## config.mk

```make
export PLATFORM = sky130hd
export DESIGN_NAME = bad_ctrl
export DESIGN_NICKNAME = d
export VERILOG_FILES = /design/src/rtl/core/bad_pkg.sv /design/src/rtl/core/bad_ctrl.sv
export SDC_FILE = /design/constraint.sdc
export NUM_CORES = 1
export LEC_CHECK = 0
export BUFFER_PORTS_ARGS = -buffer_cell sky130_fd_sc_hd__buf_4
export CAP_MARGIN = 10
export CORE_AREA = 3 3 40 42
export DETAILED_ROUTE_END_ITERATION = 12
export DIE_AREA = 0 0 43 45
export PLACE_DENSITY_LB_ADDON = 0.2
export REMOVE_ABC_BUFFERS = 1
export SYNTH_ARGS = -nofsm -noshare
export SYNTH_HDL_FRONTEND = slang
export SYNTH_SLANG_ARGS = --single-unit
```

## constraint.sdc

```tcl
create_clock -name clk_i -period 2.4 [get_ports clk_i]
set_clock_uncertainty 0.1 [all_clocks]
set_input_delay 0.12 -clock clk_i [delete_from_list [all_inputs] [get_ports clk_i]]
set_output_delay 0.12 -clock clk_i [all_outputs]
set_load 0.02 [all_outputs]
```

## src/rtl/core/bad_pkg.sv

```systemverilog
// Package for the box average downscaler: constants, types, command structs.
// Used by the controller, datapath, top level and testbench; no dependencies.
package bad_pkg;

  localparam int unsigned MaxPixels  = 65536;
  localparam int unsigned MaxBoxSide = 16;

  localparam logic [10:0] SrcWidthRst  = 11'd256;
  localparam logic [10:0] SrcHeightRst = 11'd256;
  localparam logic [12:0] RatioRst     = 13'd256;

  localparam logic [1:0] RegSrcWidth  = 2'd0;
  localparam logic [1:0] RegSrcHeight = 2'd1;
  localparam logic [1:0] RegRatioX    = 2'd2;
  localparam logic [1:0] RegRatioY    = 2'd3;

  localparam logic ReqLoad    = 1'b0;
  localparam logic ReqAverage = 1'b1;

  typedef enum logic [2:0] {
    StIdle,
    StSetup,
    StScan,
    StDrain,
    StPrep,
    StDivide,
    StOut
  } state_e;

  // controller -> datapath
  typedef struct packed {
    logic setup;      // latch request, compute box origin
    logic scan_step;  // issue one box read, advance position
    logic accum;      // accumulate the read issued in the previous cycle
    logic div_start;  // load divider with the final sums
    logic div_step;   // one quotient bit
  } dp_cmd_t;

  // datapath -> controller
  typedef struct packed {
    logic scan_last;  // current position is the last of the box
    logic div_done;   // quotient complete
  } dp_sts_t;

endpackage

```

## src/rtl/core/bad_ctrl.sv

```systemverilog
// Controller for the box average downscaler: sequences setup, box scan,
// division and result handoff. Depends on bad_pkg.
module bad_ctrl (
  input  logic             clk_i,
  input  logic             rst_ni,
  input  logic             req_fire_i,
  input  logic             req_avg_i,
  input  logic             out_ready_i,
  input  bad_pkg::dp_sts_t sts_i,
  output bad_pkg::dp_cmd_t cmd_o,
  output logic             in_ready_o,
  output logic             out_valid_o
);
  bad_pkg::state_e state_q, state_d;

  always_ff @(posedge clk_i or negedge rst_ni) begin
    if (!rst_ni) begin
      state_q <= bad_pkg::StIdle;
    end else begin
      state_q <= state_d;
    end
  end

  always_comb begin
    state_d     = state_q;
    cmd_o       = '0;
    in_ready_o  = 1'b0;
    out_valid_o = 1'b0;
    unique case (state_q)
      bad_pkg::StIdle: begin
        in_ready_o = 1'b1;
        if (req_fire_i && req_avg_i) begin
          cmd_o.setup = 1'b1;
          state_d     = bad_pkg::StSetup;
        end
      end
      bad_pkg::StSetup: begin
        state_d = bad_pkg::StScan;
      end
      bad_pkg::StScan: begin
        cmd_o.scan_step = 1'b1;
        cmd_o.accum     = 1'b1;
        if (sts_i.scan_last) begin
          state_d = bad_pkg::StDrain;
        end
      end
      bad_pkg::StDrain: begin
        // add the last read before the sums go to the divider
        cmd_o.accum = 1'b1;
        state_d     = bad_pkg::StPrep;
      end
      bad_pkg::StPrep: begin
        cmd_o.div_start = 1'b1;
        state_d         = bad_pkg::StDivide;
      end
      bad_pkg::StDivide: begin
        cmd_o.div_step = 1'b1;
        if (sts_i.div_done) begin
          state_d = bad_pkg::StOut;
        end
      end
      bad_pkg::StOut: begin
        out_valid_o = 1'b1;
        if (out_ready_i) begin
          state_d = bad_pkg::StIdle;
        end
      end
      default: state_d = bad_pkg::StIdle;
    endcase
  end
endmodule

```

# Yosys cells after proc, flatten, opt, wreduce, memory -nomap -nowiden

Index checks and enable logic that the tools add are counted.

Register bits after elaboration: 3
Output and inout port bits: 7
Word-level logic and storage cells: 28

Equality and inequality tests: 10
Muxes and demuxes: 13
Reductions and logical operators: 4

Operators with widths:

| cell                 | number |
|---|---|
| $pmux W3 S7          | 1 |
| $mux W3              | 4 |
| $eq A3 B3 Y1 const B | 3 |
| $mux W1              | 8 |
| $ne A2 B2 Y1 const B | 4 |
| $eq A3 B2 Y1 const B | 2 |
| $reduce_and A4 Y1    | 1 |
| $eq A3 B1 Y1 const B | 1 |
| $logic_not A3 Y1     | 1 |
| $reduce_or A2 Y1     | 1 |
| $logic_and A1 B1 Y1  | 1 |

# Logic depth before layout (Yosys ltp)

Gate-level depths: netlist (run 1).

Word-level depth: 3
Mapped depth: 3
Gate-level depth less buffers: 2

# Worst setup path after synthesis (run 1)

OpenSTA, ideal clock, no wires.

Path kind: reg2out
Start: register state_q[0]
End: output port cmd_o[4] (netlist name)
Data arrival time: 1.151 ns
Data required time: 2.180 ns
Setup slack: 1.029 ns
Stages on the path, launching flop included: 4
Cell sequence: dfrtp_1 buf_6 nor3_2 and3_1

RTL lines:

| element                  | line           | source |
|---|---|---|
| start: declaration       | bad_ctrl.sv:14 | `bad_pkg::state_e state_q, state_d;` |
| start signal: assignment | bad_ctrl.sv:18 | `state_q <= bad_pkg::StIdle;` |
| start signal: assignment | bad_ctrl.sv:20 | `state_q <= state_d;` |
| end: declaration         | bad_ctrl.sv:10 | `output bad_pkg::dp_cmd_t cmd_o,` |

# Worst setup path in the final report (run 1)

Start: register state_q[2]
End: output port out_valid_o

Cells in the longest elaborated chain, start to end: 2

Ends and longest elaborated chain:

| element          | line           | source |
|---|---|---|
| $eq A3 B3 Y1     | bad_ctrl.sv:29 | `unique case (state_q)` |
| $mux W1          | bad_ctrl.sv:29 |  |
| end: declaration | bad_ctrl.sv:12 | `output logic out_valid_o` |

No other way between the ends.

==> results of run 1 <==
==> Yosys cell counts, drive strengths merged <==
cell type and n:
nor3b 2, and3 1, nor2 1, a22o 2, nor3 1, buf 2, and2 1, inv 1
or2 1, o21ai 1, dfrtp 3, a21oi 2, nand2b 1, nor2b 2, nand4bb 1, o221ai 1
==> critical path, stage by stage (launching register included) <==
cell and delay, ns:
dfrtp_1 0.54, inv_1 0.10, nor3b_1 0.21, buf_4 0.18
==> layer usage <==
layer  global-route usage [%]  vias up  routed length (um)
met4                     9.04        0                   0
met5                        0        -                   0
met3                     1.59        0                  63
li1                         -      114                   -
met2                     8.68       12                 230
met1                     8.21       94                 255
==> layout make-up <==
class | instances | area, um2 | area share [%]
Multi-Input combinational cell | 17 | 128 | 35.5
Timing Repair Buffer | 14 | 108 | 30.0
Sequential cell | 3 | 75.1 | 20.9
Clock buffer | 4 | 26.3 | 7.32
Tap cell | 15 | 18.8 | 5.23
Inverter | 1 | 3.75 | 1.05
==> where the power goes <==
part	internal, mW	switching, mW
Sequential	0.0742	0.0604
Combinational	0.134	0.114
Clock	0.0623	0.0258
==> through the flow <==
step / setup slack (ns) / std cells / util [%] / hold WS [ns] / power [mW]
2_1_floorplan: 1.03 / 21 / - / -0.276 / 0.285
3_3_place_gp: 1.19 / 49 / 25.1 / -0.190 / 0.383
3_5_place_dp: 1.17 / 49 / 25.1 / -0.189 / 0.386
4_1_cts: 0.912 / 54 / 27.9 / 0.0686 / 0.481
5_1_grt: 0.797 / 54 / 27.9 / 0.0781 / 0.516
6_report: 0.923 / 54 / 27.9 / 0.0659 / 0.471
==> timing repair <==
action | in CTS | in global routing
hold buffers | 1 | 0
endpoints found under the setup margin | 0 | 0
buffers inserted | 0 | 0
endpoints found under the hold margin | 3 | 0
==> cell families after synthesis <==
kind of cell           after synthesis  synth area share [%]
AOI/OAI and AO/OA                    6                  18.9
buffers and inverters                3                  10.0
DFF                                  3                  33.3
and+or+nand+nor                     11                  37.8
==> final timing paths <==
path / startpoint / end / cells past startpoint
max: state_q[2]$_DFFE_PN0P_ / out_valid_o / 3
min: sts_i[1] / state_q[0]$_DFFE_PN0P_ / 3
max reg2reg: state_q[2]$_DFFE_PN0P_ / state_q[1]$_DFFE_PN0P_ / 2
min reg2reg: state_q[0]$_DFFE_PN0P_ / state_q[2]$_DFFE_PN0P_ / 1
max in group asynchronous: rst_ni / state_q[1]$_DFFE_PN0P_ / 2
min in group asynchronous: rst_ni / state_q[2]$_DFFE_PN0P_ / 2
==> impl_metrics.env, run 1 <==
export IMPL_status="finished clean"
export IMPL_wl_per_cell_um=10.2
export IMPL_pin_count=14
export IMPL_fin_crit_ns=1.48
export IMPL_path_max_fanout=10
export IMPL_avgSynthCellArea_um2=9.79
export IMPL_cts_sinks=3
export IMPL_gp_congestion=0.636
export IMPL_largest_reg_flops=3
export IMPL_slew_limit_headroom_pct=76.4
export IMPL_synth_warning_count=0
export IMPL_grt_pass1_wl_um=917
export IMPL_netlist_top_cells_area="dfrtp_1, nor3b_1, nor2b_4"
export IMPL_drt_pre_antenna_iters=2
export IMPL_hpwl_um=403
export IMPL_antenna_found_initial=0
export IMPL_cp_required_ns=2.18
export IMPL_ant_nets=0
export IMPL_critPathKind="reg -> out"
export IMPL_r2r_slack_ns=1.23
export IMPL_h_tree_depth=1
export IMPL_setup_tns_ns=0
export IMPL_final_common_cell="buf_4"
export IMPL_finalWirelength_um=549
export IMPL_grt_overflow=0
export IMPL_setup_violations=0
export IMPL_rsz0062_at_grt="false"
export IMPL_synth_seq_cells=3
export IMPL_drv_cap=0
export IMPL_arrival_ns=1.26
export IMPL_cts_resized_gates=0
export IMPL_num_nets_final=47
export IMPL_postPlaceCellArea_um2=323
export IMPL_ir_drop_uv=492
export IMPL_top_regs="state_q (3)"
export IMPL_route_vias_total=220
export IMPL_rows=13
export IMPL_cts_path_max_buffers=2
export IMPL_worst_pin_slew_ns=0.353
export IMPL_largest_register="state_q"
export IMPL_post_route_period_util_pct=61.5
export IMPL_finalHoldViolCount=0
export IMPL_end_kind="output pin"
export IMPL_hold_class="in -> reg"
export IMPL_diodes=0
export IMPL_clkSlewWorstSetupHoldPaths_ns=0.04
export IMPL_num_fill_cells=139
export IMPL_die_w_um=43
export IMPL_grt_max_degree=11
export IMPL_yosysTopAreaCell="dfrtp_1"
export IMPL_cts_root_buffer_cell="clkbuf_4"
export IMPL_p_per_area_nw_per_um2=1310
export IMPL_port_buffers=13
export IMPL_synth_yosys_seq_area_share_pct=33.3
export IMPL_grt_pass1_vias=229
export IMPL_ys_types=19
export IMPL_drive_above_1_share_pct=48.7
export IMPL_initial_core_util_pct=17.5
export IMPL_insertion_delay_ns=0.23
export IMPL_final_cell_mix="buf_4, clkbuf_4, dfrtp_1"
export IMPL_dieArea_um2=1940
export IMPL_syn_inst=23
export IMPL_syn_cell_area_um2=225
export IMPL_max_freq_ghz=0.677
export IMPL_syn2layout_area_growth_pct=59.4
export IMPL_grt_use_total_pct=6.83
export IMPL_die_h_um=45
export IMPL_cts_tree="yes"
export IMPL_drc_errors=0
export IMPL_via_per_inst=4.07
export IMPL_final_max_slew_viol_count=0
export IMPL_numCtsBuffers=3
export IMPL_drtIter0Drc=5
export IMPL_synth_top_area_share_pct=33.3
export IMPL_worst_setup_path_start_kind="register"
export IMPL_design_core_area_um2=1280
export IMPL_p_leak_nw=0.170
export IMPL_final_area_um2=359
No activity file was read; power rests on OpenSTA's default activity.
==> inputs of run 2 (changes only) <==
--- a/config.mk
+++ b/config.mk
@@ -5,6 +5,7 @@
 export SDC_FILE = /design/constraint.sdc
 export NUM_CORES = 1
 export LEC_CHECK = 0
+export ABC_AREA = 1
 export BUFFER_PORTS_ARGS = -buffer_cell sky130_fd_sc_hd__buf_4
 export CAP_MARGIN = 10
 export CORE_AREA = 3 3 40 42
==> constraint.sdc (replaced) <==
create_clock -name clk_i -period 1.4 [get_ports clk_i]
set_clock_uncertainty 0.1 [all_clocks]
set_input_delay 0.07 -clock clk_i [delete_from_list [all_inputs] [get_ports clk_i]]
set_output_delay 0.07 -clock clk_i [all_outputs]
set_load 0.02 [all_outputs]
==> impl_metrics.env, run 2 <==
export IMPL_arrival_ns=1.15
export IMPL_drv_cap=0
export IMPL_worst_setup_path_start_kind="register"
export IMPL_die_w_um=43
export IMPL_pin_count=14
export IMPL_cp_required_ns=1.23
export IMPL_route_vias_total=303
export IMPL_fin_crit_ns=1.32
export IMPL_cts_root_buffer_cell="clkbuf_4"
export IMPL_grt_overflow=0
export IMPL_worst_pin_slew_ns=0.181
export IMPL_place_inst=68
export IMPL_wl_per_cell_um=8.37
export IMPL_ant_nets=0
export IMPL_post_route_period_util_pct=94.0
export IMPL_synth_yosys_seq_area_share_pct=29.9
export IMPL_seqPwrFrac_pct=24.3
export IMPL_antenna_found_initial=0
export IMPL_p_leak_nw=0.240
export IMPL_syn2layout_area_growth_pct=66.7
export IMPL_setup_violations=0
export IMPL_setup_tns_ns=0
export IMPL_final_max_slew_viol_count=0
export IMPL_rows=13
export IMPL_grt_use_total_pct=7.18
export IMPL_grt_pass1_vias=277
export IMPL_synth_edf_count=0
export IMPL_largest_register="state_q"
export IMPL_insertion_delay_ns=0.24
export IMPL_netlist_top_cells_area="dfrtp_1, nand2_1, inv_1"
export IMPL_num_fill_cells=145
export IMPL_gp_congestion=0.673
export IMPL_p_int_mw=0.459
export IMPL_path_max_fanout=7
export IMPL_finalWirelength_um=628
export IMPL_synth_main_ff_cell="dfrtp_1"
export IMPL_initial_core_util_pct=19.6
export IMPL_end_kind="output pin"
export IMPL_p_per_area_nw_per_um2=2100
export IMPL_p_comb_share_pct=58.2
export IMPL_synth_seq_cells=3
export IMPL_clkSlewWorstSetupHoldPaths_ns=0.04
export IMPL_largest_reg_flops=3
export IMPL_synth_warning_count=0
export IMPL_synth_top_area_share_pct=29.9
export IMPL_syn_cell_area_um2=251
export IMPL_num_nets_final=68
export IMPL_dieArea_um2=1940
export IMPL_rsz0062_at_grt="false"
export IMPL_status="finished clean"
export IMPL_final_util_pct=32.6
export IMPL_cts_tree="yes"
export IMPL_avgSynthCellArea_um2=6.13
export IMPL_h_tree_depth=1
export IMPL_switching_share_pct=47.9
export IMPL_via_per_inst=4.04
export IMPL_max_freq_ghz=0.760
export IMPL_ys_types=14
export IMPL_final_cell_mix="buf_4, nand2_1, inv_1, nor2_1, nand3_1"
export IMPL_final_common_cell="buf_4"
export IMPL_grt_max_degree=10
export IMPL_finalHoldViolCount=0
export IMPL_synth_top_cells_by_count="nand2_1, inv_1, nor2_1, nand3_1, dfrtp_1"
export IMPL_grt_pass1_wl_um=1020
export IMPL_port_buffers=13
export IMPL_yosysTopAreaCell="dfrtp_1"
export IMPL_ir_drop_uv=543
export IMPL_synth_most_common_cell="nand2_1"
export IMPL_top_regs="state_q (3)"
export IMPL_numCtsBuffers=3
export IMPL_drc_errors=0
export IMPL_p_clk_share_pct=17.5
export IMPL_layout_cells_non_filler=75
export IMPL_async_reset_ff_share_pct=100
export IMPL_critPathKind="reg -> out"
export IMPL_syn_inst=41
export IMPL_drtIter0Drc=2
export IMPL_drive_above_1_share_pct=46.7
export IMPL_drt_pre_antenna_iters=2
export IMPL_hold_class="in -> async"
export IMPL_slew_limit_headroom_pct=87.9
export IMPL_cts_sinks=3
export IMPL_diodes=0
export IMPL_cts_path_max_buffers=2
export IMPL_switchingPower_mw=0.423
export IMPL_design_core_area_um2=1280
export IMPL_die_h_um=45
run 2: changes by cell type after synthesis, moves of 2 or more:
cell     change
nor2_1       +5
nand3_1      +4
inv_1        +5
nor2_2       +2
nor3b_1      -2
nand2_1     +10
inv_2        +2
run 2: final timing paths:
check | end | cells past startpoint | startpoint | slack (ns)
min | state_q[1]$_DFFE_PN0P_ | 2 | rst_ni | 0.06
max | cmd_o[4] | 4 | state_q[1]$_DFFE_PN0P_ | 0.08
max reg2reg | state_q[1]$_DFFE_PN0P_ | 5 | state_q[0]$_DFFE_PN0P_ | 0.17
min reg2reg | state_q[1]$_DFFE_PN0P_ | 2 | state_q[1]$_DFFE_PN0P_ | 0.47
min in group clk_i | state_q[2]$_DFFE_PN0P_ | 5 | sts_i[1] | 0.12
max in group asynchronous | state_q[0]$_DFFE_PN0P_ | 2 | rst_ni | 1.03
run 2: worst max-delay path, stage by stage (launching register included):
cell     delay [ns]
dfrtp_2        0.45
nor2_2         0.15
nand2_1        0.08
nor2_1         0.09
buf_4          0.14
run 2: per-layer routing:
| metal | up-vias | track usage [%] | routed length [um] |
|---|---|---|---|
| met5 | - | 0 | 0 |
| met2 | 7 | 12.0 | 309 |
| met4 | 0 | 5.42 | 19 |
| li1 | 164 | - | - |
| met1 | 130 | 7.28 | 267 |
| met3 | 2 | 2.79 | 33 |
run 2: final cells by class:
cell class,instances,area [um2],area share [%]
clock buffers,4,26.3,6.27
inverters,8,30.0,7.16
multi-input cells,29,141,33.7
flip-flops and latches,3,77.6,18.5
well taps,15,18.8,4.48
repair buffers,16,125,29.9
run 2: cell families after synthesis:
| kind of cell | Yosys count | synth area share (%) |
|---|---|---|
| AOI/OAI and AO/OA | 3 | 5.97 |
| and+or+nand+nor | 26 | 49.3 |
| buffers and inverters | 9 | 14.9 |
| DFF | 3 | 29.8 |
run 2: repair_timing:
action | 4_1_cts | 5_1_grt
hold endpoints to repair | 4 | 0
endpoints found under the setup margin | 0 | 2
resized for setup | 0 | 4
hold buffers | 2 | 0
setup buffers | 0 | 1
run 2: power by group through the flow:
| stage | logic [mW] | clock network, mW | registers [mW] |
|---|---|---|---|
| 2_1_floorplan | 0.337 | 0 | 0.187 |
| 3_3_place_gp | 0.502 | 0 | 0.205 |
| 3_5_place_dp | 0.489 | 0 | 0.204 |
| 4_1_cts | 0.496 | 0.157 | 0.204 |
| 5_1_grt | 0.572 | 0.169 | 0.224 |
| 6_report | 0.513 | 0.155 | 0.214 |
run 2: stage by stage:
stage	hold WS (ns)	worst slack (ns)	total power, mW	cell area (um2)
floorplan	-0.326	0.183	0.524	244
global placement	-0.240	0.159	0.707	360
detailed placement	-0.240	0.150	0.693	360
CTS	0.0609	0.0261	0.856	407
global route	0.0705	0.00579	0.965	419
finish	0.0616	0.0845	0.882	419
==> inputs of run 3 (changes only) <==
==> constraint.sdc (replaced) <==
create_clock -name clk_i -period 1.31 [get_ports clk_i]
set_clock_uncertainty 0.1 [all_clocks]
set_input_delay 0.0655 -clock clk_i [delete_from_list [all_inputs] [get_ports clk_i]]
set_output_delay 0.0655 -clock clk_i [all_outputs]
set_load 0.02 [all_outputs]
==> impl_metrics.env, run 3 (synthesis gave the netlist of run 2 again) <==
export IMPL_largest_register="state_q"
export IMPL_rows=13
export IMPL_largest_reg_flops=3
export IMPL_route_vias_total=303
export IMPL_final_area_um2=443
export IMPL_gp_congestion=0.689
export IMPL_worst_setup_path_start_kind="register"
export IMPL_drt_pre_antenna_iters=4
export IMPL_diodes=0
export IMPL_ant_nets=0
export IMPL_cts_path_max_buffers=2
export IMPL_die_h_um=45
export IMPL_num_nets_final=68
export IMPL_finalWirelength_um=608
export IMPL_dieArea_um2=1940
export IMPL_initial_core_util_pct=19.6
export IMPL_h_tree_depth=1
export IMPL_design_core_area_um2=1280
export IMPL_critPathKind="reg -> out"
export IMPL_final_cell_mix="buf_4, nand2_1, inv_1, nand3_1"
export IMPL_grt_pass1_vias=276
export IMPL_port_buffers=13
export IMPL_insertion_delay_ns=0.22
export IMPL_drc_errors=0
export IMPL_finalHoldViolCount=0
export IMPL_max_freq_ghz=0.779
export IMPL_p_leak_nw=0.240
export IMPL_critPathLaunch="state_q[0]$_DFFE_PN0P_"
export IMPL_grt_max_degree=10
export IMPL_hpwl_um=474
export IMPL_slew_limit_headroom_pct=87.2
export IMPL_die_w_um=43
export IMPL_drive_above_1_share_pct=55.0
export IMPL_pin_count=14
export IMPL_r2r_start="state_q[1]$_DFFE_PN0P_"
export IMPL_setup_violations=0
export IMPL_cp_required_ns=1.14
export IMPL_rr_worst_depth=6
export IMPL_cts_tree="yes"
export IMPL_top_regs="state_q (3)"
export IMPL_antenna_found_initial=0
export IMPL_via_per_inst=4.04
export IMPL_final_max_slew_viol_count=0
export IMPL_end_kind="output pin"
export IMPL_p_per_area_nw_per_um2=2260
export IMPL_hold_class="in -> async"
export IMPL_hold_ws_ns=0.0717
export IMPL_worst_pin_slew_ns=0.192
export IMPL_setup_worst_path_end="cmd_o[4]"
export IMPL_arrival_ns=1.12
export IMPL_wl_per_cell_um=8.11
export IMPL_drtIter0Drc=3
export IMPL_ir_drop_uv=683
export IMPL_numCtsBuffers=3
export IMPL_path_max_fanout=6
export IMPL_grt_pass1_wl_um=1110
export IMPL_cts_sinks=3
export IMPL_status="finished clean"
export IMPL_final_common_cell="buf_4"
export IMPL_r2r_slack_ns=0.09
export IMPL_rsz0062_at_grt="true"
export IMPL_syn2layout_area_growth_pct=76.1
export IMPL_cts_root_buffer_cell="clkbuf_4"
export IMPL_post_route_period_util_pct=98.0
export IMPL_r2r_end="state_q[1]$_DFFE_PN0P_"
export IMPL_postPlaceCellArea_um2=360
export IMPL_grt_overflow=0
export IMPL_clkSlewWorstSetupHoldPaths_ns=0.03
export IMPL_fin_crit_ns=1.28
export IMPL_drv_cap=0
export IMPL_grt_use_total_pct=7.18
run 3: cell counts in the layout (fill, tap and decap cells not counted):
No cell type changed its count.
run 3: critical path, stage by stage, from the launching register on:
cell	delay, ns
dfrtp_2	0.46
nor2_4	0.14
nand2_2	0.06
nor2_2	0.10
buf_4	0.14
run 3: worst min-delay path by stage:
stage          startpoint                      to  cells past startpoint
6_report           rst_ni  state_q[2]$_DFFE_PN0P_                      2
2_1_floorplan      rst_ni  state_q[0]$_DFFE_PN0P_                      0
5_1_grt            rst_ni  state_q[1]$_DFFE_PN0P_                      2
4_1_cts            rst_ni  state_q[1]$_DFFE_PN0P_                      2
3_5_place_dp       rst_ni  state_q[1]$_DFFE_PN0P_                      1
3_3_place_gp       rst_ni  state_q[2]$_DFFE_PN0P_                      1
run 3: layer usage:
layer  track usage, %  share of wire [%]  up-vias
li1                 -                  -      162
met1             9.22                 40      136
met2             12.6                 55        5
met3                0                5.1        0
met4             3.61                  0        0
met5                0                  0        -
run 3: cell type report:
class	instances	area [um2]
Clock buffer	4	26.3
Fill cell	139	842
Inverter	8	32.5
Multi-Input combinational cell	29	161
Sequential cell	3	77.6
Tap cell	15	18.8
Timing Repair Buffer	16	126
run 3: per-stage QoR:
step | setup TNS, ns | util (%) | power, mW | std cells | worst slack [ns]
after floorplan | 0 | - | 0.560 | 40 | 0.0933
after global placement | 0 | 28.0 | 0.759 | 68 | 0.0646
after detailed placement | 0 | 28.0 | 0.741 | 68 | 0.0566
after CTS | 0 | 32.0 | 0.921 | 74 | 0.00452
after global routing | -0.0960 | 34.5 | 1.10 | 75 | -0.0345
final | 0 | 34.5 | 1.00 | 75 | 0.0256
run 3: what timing repair did:
action                                  CTS  global route
hold endpoints to repair                  4             0
hold buffers                              2             0
buffers inserted                          0             1
resized for setup                         3            11
pin swaps                                 0             3
endpoints found under the setup margin    3             6
run 3: power by group:
| group | switching, mW | internal [mW] | total, mW |
|---|---|---|---|
| sequential | 0.0977 | 0.143 | 0.241 |
| combinational | 0.349 | 0.258 | 0.607 |
| clock | 0.0401 | 0.114 | 0.154 |
